===== src/gha_pkg.sv =====
// ----------------------------------------------------------------------------
// gha_pkg
// Types, constants and helpers shared by the generational handle allocator.
// ----------------------------------------------------------------------------
package gha_pkg;

  localparam int SLOTS    = 64;
  localparam int IDX_W    = $clog2(SLOTS);
  localparam int GEN_W    = 16;
  localparam int CNT_W    = $clog2(SLOTS + 1);

  typedef enum logic [1:0] {
    KIND_CREATE  = 2'd0,
    KIND_DESTROY = 2'd1,
    KIND_CHECK   = 2'd2,
    KIND_CLEAR   = 2'd3
  } kind_t;

  typedef enum logic [1:0] {
    ST_OK    = 2'd0,
    ST_FULL  = 2'd1,
    ST_STALE = 2'd2
  } status_t;

  typedef struct packed {
    kind_t             kind;
    logic [IDX_W-1:0]  handle_index;
    logic [GEN_W-1:0]  handle_generation;
  } in_t;

  typedef struct packed {
    status_t           status;
    logic [IDX_W-1:0]  out_index;
    logic [GEN_W-1:0]  out_generation;
    logic [CNT_W-1:0]  live_count;
  } out_t;

  // one slot table entry
  typedef struct packed {
    logic              live;
    logic [GEN_W-1:0]  gen;
  } slot_entry_t;

  // free stack entry keeps the generation so a pop needs no second lookup
  typedef struct packed {
    logic [IDX_W-1:0]  idx;
    logic [GEN_W-1:0]  gen;
  } stack_entry_t;

  localparam int SLOT_ENTRY_W  = $bits(slot_entry_t);
  localparam int STACK_ENTRY_W = $bits(stack_entry_t);

  // next generation, zero skipped
  function automatic logic [GEN_W-1:0] gen_bump(input logic [GEN_W-1:0] g);
    logic [GEN_W-1:0] n;
    n = g + 1'b1;
    return (n == '0) ? GEN_W'(1) : n;
  endfunction

endpackage


===== src/generational_handle_allocator.sv =====
// ----------------------------------------------------------------------------
// generational_handle_allocator
// Slot map handing out (index, generation) handles with a LIFO free stack.
// ----------------------------------------------------------------------------
// a request is registered into stage one together with the table read, then into the
// result register; one request per cycle, busy never rises
// slot table and free stack reads are forwarded from the write of the request
// ahead of it, so back-to-back requests see each other's updates
// reset clears the slot, stack and live counters; table contents are untouched
module generational_handle_allocator
  import gha_pkg::*;
(
  input  logic clk,
  input  logic rst_n,
  input  logic start,
  output logic busy,
  input  in_t  in_data,
  output logic out_valid,
  output out_t out_data
);

  logic accept;

  logic s1_valid_r;
  in_t  s1_req_r;

  logic [CNT_W-1:0] slots_used_r, slots_used_nxt;
  logic [CNT_W-1:0] free_top_r, free_top_nxt;
  logic [CNT_W-1:0] live_total_r, live_total_nxt;

  logic         out_valid_r;
  out_t         out_data_r, out_data_nxt;

  // slot table port signals
  logic             slot_we;
  logic [IDX_W-1:0] slot_waddr;
  slot_entry_t      slot_wdata;
  logic [IDX_W-1:0] slot_raddr;
  slot_entry_t      slot_rdata;
  logic             slot_fwd_r;
  slot_entry_t      slot_fwd_data_r;
  slot_entry_t      slot_q;

  // free stack port signals
  logic             stack_we;
  logic [IDX_W-1:0] stack_waddr;
  stack_entry_t     stack_wdata;
  logic [IDX_W-1:0] stack_raddr;
  stack_entry_t     stack_rdata;
  logic             stack_fwd_r;
  stack_entry_t     stack_fwd_data_r;
  stack_entry_t     stack_q;

  logic             in_range;
  logic             hit;
  logic [GEN_W-1:0] slot_bumped;
  logic [GEN_W-1:0] stack_bumped;

  assign busy   = 1'b0;
  assign accept = start && !busy;

  gha_ram #(
    .WIDTH (SLOT_ENTRY_W),
    .DEPTH (SLOTS)
  ) u_slot_ram (
    .clk   (clk),
    .we    (slot_we),
    .waddr (slot_waddr),
    .wdata (slot_wdata),
    .raddr (slot_raddr),
    .rdata (slot_rdata)
  );

  gha_ram #(
    .WIDTH (STACK_ENTRY_W),
    .DEPTH (SLOTS)
  ) u_stack_ram (
    .clk   (clk),
    .we    (stack_we),
    .waddr (stack_waddr),
    .wdata (stack_wdata),
    .raddr (stack_raddr),
    .rdata (stack_rdata)
  );

  // reads are issued as the request is accepted; stack top follows the
  // update of the request now in flight
  assign slot_raddr  = in_data.handle_index;
  assign stack_raddr = IDX_W'(free_top_nxt - 1'b1);

  assign slot_q  = slot_fwd_r  ? slot_fwd_data_r  : slot_rdata;
  assign stack_q = stack_fwd_r ? stack_fwd_data_r : stack_rdata;

  assign in_range     = {1'b0, s1_req_r.handle_index} < slots_used_r;
  assign hit          = in_range && slot_q.live &&
                        (slot_q.gen == s1_req_r.handle_generation);
  assign slot_bumped  = gen_bump(slot_q.gen);
  assign stack_bumped = gen_bump(stack_q.gen);

  always_comb begin
    slots_used_nxt = slots_used_r;
    free_top_nxt   = free_top_r;
    live_total_nxt = live_total_r;
    slot_we        = 1'b0;
    slot_waddr     = s1_req_r.handle_index;
    slot_wdata     = '{live: 1'b0, gen: slot_bumped};
    stack_we       = 1'b0;
    stack_waddr    = free_top_r[IDX_W-1:0];
    stack_wdata    = '{idx: s1_req_r.handle_index, gen: slot_bumped};
    out_data_nxt.status         = ST_OK;
    out_data_nxt.out_index      = s1_req_r.handle_index;
    out_data_nxt.out_generation = '0;
    out_data_nxt.live_count     = '0;

    if (s1_valid_r) begin
      unique case (s1_req_r.kind)
        KIND_CREATE: begin
          if (free_top_r != '0) begin
            // reuse the most recently freed slot
            free_top_nxt                = free_top_r - 1'b1;
            slot_we                     = 1'b1;
            slot_waddr                  = stack_q.idx;
            slot_wdata                  = '{live: 1'b1, gen: stack_bumped};
            live_total_nxt              = live_total_r + 1'b1;
            out_data_nxt.out_index      = stack_q.idx;
            out_data_nxt.out_generation = stack_bumped;
          end else if (slots_used_r != CNT_W'(SLOTS)) begin
            slots_used_nxt              = slots_used_r + 1'b1;
            slot_we                     = 1'b1;
            slot_waddr                  = slots_used_r[IDX_W-1:0];
            slot_wdata                  = '{live: 1'b1, gen: GEN_W'(1)};
            live_total_nxt              = live_total_r + 1'b1;
            out_data_nxt.out_index      = slots_used_r[IDX_W-1:0];
            out_data_nxt.out_generation = GEN_W'(1);
          end else begin
            out_data_nxt.status         = ST_FULL;
            out_data_nxt.out_index      = '0;
          end
        end
        KIND_DESTROY, KIND_CHECK: begin
          if (!hit) begin
            out_data_nxt.status         = ST_STALE;
            out_data_nxt.out_generation = in_range ? slot_q.gen : '0;
          end else if (s1_req_r.kind == KIND_DESTROY) begin
            slot_we = 1'b1;
            if (free_top_r != CNT_W'(SLOTS)) begin
              stack_we     = 1'b1;
              free_top_nxt = free_top_r + 1'b1;
            end
            if (live_total_r != '0) begin
              live_total_nxt = live_total_r - 1'b1;
            end
            out_data_nxt.out_generation = slot_bumped;
          end else begin
            out_data_nxt.out_generation = slot_q.gen;
          end
        end
        KIND_CLEAR: begin
          slots_used_nxt         = '0;
          free_top_nxt           = '0;
          live_total_nxt         = '0;
          out_data_nxt.out_index = '0;
        end
        default: begin
          out_data_nxt.status = ST_OK;
        end
      endcase
    end

    out_data_nxt.live_count = live_total_nxt;
  end

  always_ff @(posedge clk) begin
    if (!rst_n) begin
      s1_valid_r   <= 1'b0;
      slots_used_r <= '0;
      free_top_r   <= '0;
      live_total_r <= '0;
      out_valid_r  <= 1'b0;
      slot_fwd_r   <= 1'b0;
      stack_fwd_r  <= 1'b0;
    end else begin
      s1_valid_r   <= accept;
      slots_used_r <= slots_used_nxt;
      free_top_r   <= free_top_nxt;
      live_total_r <= live_total_nxt;
      out_valid_r  <= s1_valid_r;
      // write and read of the same entry on one edge: take the new data
      slot_fwd_r   <= slot_we && (slot_waddr == slot_raddr);
      stack_fwd_r  <= stack_we && (stack_waddr == stack_raddr);
    end
  end

  always_ff @(posedge clk) begin
    s1_req_r         <= in_data;
    out_data_r       <= out_data_nxt;
    slot_fwd_data_r  <= slot_wdata;
    stack_fwd_data_r <= stack_wdata;
  end

  assign out_valid = out_valid_r;
  assign out_data  = out_data_r;

endmodule


===== src/gha_ram.sv =====
// ----------------------------------------------------------------------------
// gha_ram
// Simple dual-port RAM: one write port, one read port with registered data.
// ----------------------------------------------------------------------------
module gha_ram #(
  parameter int WIDTH = 8,
  parameter int DEPTH = 64
) (
  input  logic                     clk,
  input  logic                     we,
  input  logic [$clog2(DEPTH)-1:0] waddr,
  input  logic [WIDTH-1:0]         wdata,
  input  logic [$clog2(DEPTH)-1:0] raddr,
  output logic [WIDTH-1:0]         rdata
);

  logic [WIDTH-1:0] mem [DEPTH];
  logic [WIDTH-1:0] rdata_r;

  always_ff @(posedge clk) begin
    if (we) begin
      mem[waddr] <= wdata;
    end
    rdata_r <= mem[raddr];
  end

  assign rdata = rdata_r;

endmodule


===== config.mk =====
export PLATFORM = sky130hd
export DESIGN_NAME = generational_handle_allocator
export DESIGN_NICKNAME = d
export VERILOG_FILES = /design/src/gha_pkg.sv /design/src/generational_handle_allocator.sv /design/src/gha_ram.sv
export SDC_FILE = /design/constraint.sdc
export NUM_CORES = 2
export LEC_CHECK = 0
export BUFFER_PORTS_ARGS = -buffer_cell sky130_fd_sc_hd__buf_4
export CAP_MARGIN = 20
export CORE_ASPECT_RATIO = 0.7
export CORE_MARGIN = 4
export CORE_UTILIZATION = 46
export DETAILED_ROUTE_END_ITERATION = 10
export PLACE_DENSITY = 0.62
export SLEW_MARGIN = 30
export SYNTH_ARGS = -nofsm -noshare
export SYNTH_HDL_FRONTEND = slang
export SYNTH_SLANG_ARGS = --single-unit

===== constraint.sdc =====
create_clock -name clk -period 6.45 [get_ports clk]
set_input_delay 1.29 -clock clk [delete_from_list [all_inputs] [get_ports clk]]
set_output_delay 1.29 -clock clk [all_outputs]
set_load 0.05 [all_outputs]

==> flow_metrics.env <==
export IMPL_viasPerCell=6.32
export IMPL_drc=0
export IMPL_worstSetupPathType="reg -> reg"
export IMPL_slew_headroom=0.274
export IMPL_r2r_start="slot_fwd_r$_SDFF_PN0_"
export IMPL_ff2ff_setup_slack_ns=0.26
export IMPL_worstPathArrival_ns=6.94
export IMPL_post_cts_resized=0
export IMPL_ant_nets=0
export IMPL_cts_buffers=276
export IMPL_leakagePower_nw=38.0
export IMPL_postCtsHoldBufs=0
export IMPL_wl_mm=288
export IMPL_synth_fa_ha_area_frac=0.00240
export IMPL_r2r_cells=16
export IMPL_synthDominantCellAreaShare=0.719
export IMPL_netlist_instances=5561
export IMPL_placed_cells=8559
export IMPL_synthToLayoutAreaGrowth_pct=13.9
export IMPL_grt_antenna_before_repair=32
export IMPL_p_per_area_nw_per_um2=322
export IMPL_synth_area_leader_cell="edfxtp_1"
export IMPL_synth_xor_area_share=0.00655
export IMPL_syn_area_sq_um=104000
export IMPL_grt_pass1_wl_mm=410
export IMPL_synth_flop_cell="edfxtp_1"
export IMPL_synth_nets=5608
export IMPL_io_pins=60
export IMPL_ys_ff_latch=2654
export IMPL_skew_ns=0.0597
export IMPL_rows=145
export IMPL_setup_viol=0
export IMPL_crit_family="simple AND/OR/NAND/NOR gates"
export IMPL_hp_start="in_data[5]"
export IMPL_status="finished clean"
export IMPL_firstDrtPassIters=5
export IMPL_grt_max_degree=135
export IMPL_grt_pass1_vias=54404
export IMPL_synth_most_common_cell="edfxtp_1"
export IMPL_gp_congestion=0.897
export IMPL_die_h_microns=406
export IMPL_io_buffer_count=58
export IMPL_period_needed_ns=6.19
export IMPL_clk_pin_slew_worst_paths_ns=0.06
export IMPL_cts_sinks=2654
export IMPL_yosys_warnings=0
export IMPL_synth_compound_area_frac=0.0542
export IMPL_max_cap_violations=0
export IMPL_tritoncts="yes"
export IMPL_vias=57208
export IMPL_h_tree_depth=5
export IMPL_final_hold_viol_count=0
export IMPL_r2r_end="u_stack_ram.rdata[17]$_DFF_P_"
export IMPL_coreArea_sq_um=224000
export IMPL_n_fill_cell=17504
export IMPL_crit_path_max_fanout=84
export IMPL_finalPower_mw=38.2
export IMPL_netlist_top_cells_area="edfxtp_1, mux4_2, dfxtp_1, mux2i_1, o221ai_1"
export IMPL_dpl_cell_area_sq_um=110000
export IMPL_cp_start_kind="flop"
export IMPL_synthTopCellsByCount="edfxtp_1, mux4_2, nand2_1"
export IMPL_cp_num_buf_inv=4
export IMPL_drv_slew=0
export IMPL_yosysSeqAreaShare=0.750
export IMPL_fmax_ghz=0.162
export IMPL_root_buffer="clkbuf_16"
export IMPL_peakVddDrop_mv=0.302
export IMPL_grt_overflow_total=0
export IMPL_whs_path_depth=1
export IMPL_synthSimpleGateAreaFrac=0.0385
export IMPL_syn_area_per_cell_sq_um=18.7
export IMPL_drive_above_1_share=0.235
export IMPL_nNetsFinal=5875
export IMPL_fin_setup_tns_ns=0
export IMPL_cp_end_kind="flop"
export IMPL_clk_latency_ns=0.91
export IMPL_fin_util=0.529
export IMPL_cts_setup_buffers=0
export IMPL_async_flop_share=0
export IMPL_drt_first_iter_violations=8736
export IMPL_cts_max_path_buffers=4
export IMPL_worst_hold_path_endpoint="s1_req_r[5]$_DFF_P_"
export IMPL_cp_cell_sequence="buf_4, mux2i_2, xnor2_1, nor4_4, nand3_2, nor4b_1, or2_4, clkinv_16, ha_4, inv_6, a211o_4, buf_12, o211ai_1, nand3_1, nand4_1, o21ai_1"
export IMPL_synthMuxAreaShare=0.132
export IMPL_final_area_sq_um=119000
export IMPL_synth_top_family_by_area="multiplexers"
export IMPL_die_area_sq_um=234000
export IMPL_post_drt_wl_per_cell_microns=31.8
export IMPL_rsz0062_at_grt="no"
export IMPL_fin_cells=9050
export IMPL_critPathMaxStageDelay_ns=0.62
export IMPL_crit_start="slot_fwd_r$_SDFF_PN0_"
export IMPL_initial_core_util=0.465
export IMPL_fin_crit_sh=0.959
export IMPL_tightest_slew_ns=1.09
export IMPL_ys_types=83
export IMPL_die_x_microns=577
export IMPL_required_ns=7.21
export IMPL_hold_path_class="in -> reg"
export IMPL_synth_edf_count=2496
export IMPL_slowest_stage="mux2i_2"
export IMPL_grt_use_total=0.244
export IMPL_hpwl_mm=168
[how the worst max path moves through the flow]
stage / endpoint / slack (ns) / cells after the start
finish: u_stack_ram.rdata[17]$_DFF_P_ / 0.26 / 16
global route: u_stack_ram.rdata[17]$_DFF_P_ / 0.16 / 16
CTS: u_stack_ram.rdata[17]$_DFF_P_ / 0.55 / 17
detailed placement: u_stack_ram.rdata[17]$_DFF_P_ / 0.55 / 17
global placement: u_stack_ram.rdata[17]$_DFF_P_ / 0.62 / 18
floorplan: u_slot_ram.mem[0][5]$_DFFE_PP_ / -0.46 / 16
[layout by cell type, fill, tap and decap left out, types with 13 or more instances in the layout]
cell and instances:
o21ai_0 167, clkbuf_1 67, ha_1 18, mux4_2 501, a21oi_1 29, nand2b_1 13, xnor2_1 47, buf_12 20
clkinv_1 53, nor2_1 68, o221ai_1 198, nor3_1 26, clkbuf_16 282, inv_1 22, a31oi_1 25, xor2_1 20
nor2b_1 15, mux2i_1 229, nand3_1 219, clkinv_2 43, buf_4 297, bufinv_16 19, dfxtp_1 152, edfxtp_1 2496
nand2_1 299, nor2_2 128, nand4_1 34, and2_1 16, o211ai_1 205, o21ai_1 96
[metrics by stage]
| step | hold slack, ns | setup WS, ns |
|---|---|---|
| 6_report | 0.476 | 0.265 |
| 5_1_grt | 0.425 | 0.161 |
| 3_5_place_dp | 0.580 | 0.547 |
| 3_3_place_gp | 0.567 | 0.620 |
| 2_1_floorplan | 0.503 | -0.459 |
| 4_1_cts | 0.416 | 0.551 |
[final cells by class]
type,instances,area [sq um],area share
clock buffer,352,7340,0.0619
tap,3013,3770,0.0318
inverter,36,166,0.00140
sequential,2654,78100,0.659
timing repair buffer,336,3000,0.0253
antenna,6,15.0,0.000127
multi-input combinational,2524,25100,0.211
clock inverter,129,1150,0.00969
[layer usage]
| layer | global-route usage | wire, microns |
|---|---|---|
| met5 | 0 | 69 |
| met4 | 0.0596 | 7290 |
| met3 | 0.0721 | 36100 |
| met1 | 0.387 | 125000 |
| met2 | 0.327 | 120000 |
[state kept, by name, indices dropped and copies added (netlist names)]
name               count
stack_fwd_data_r      22
out_data              31
u_stack_ram.mem     1408
live_total_r           7
s1_valid_r             1
slot_fwd_data_r       17
s1_req_r              24
u_slot_ram.mem      1088
slot_fwd_r             1
out_valid              1
stack_fwd_r            1
u_slot_ram.rdata      17
free_top_r             7
u_stack_ram.rdata     22
slots_used_r           7
[report_power, final]
| part | internal, mW | switching [mW] |
|---|---|---|
| clock network | 8.81 | 6.42 |
| logic | 0.915 | 2.42 |
| registers | 19.6 | 0.111 |
[cell families after synthesis]
family | after synthesis
XOR/XNOR | 77
other | 1
AND/OR/NAND/NOR | 872
multiplexers | 744
flip-flops | 2654
buffers and inverters | 383
adder cells (fa/ha/maj) | 20
AO/OA/AOI/OAI | 810
(Power assumes the default switching activity.)
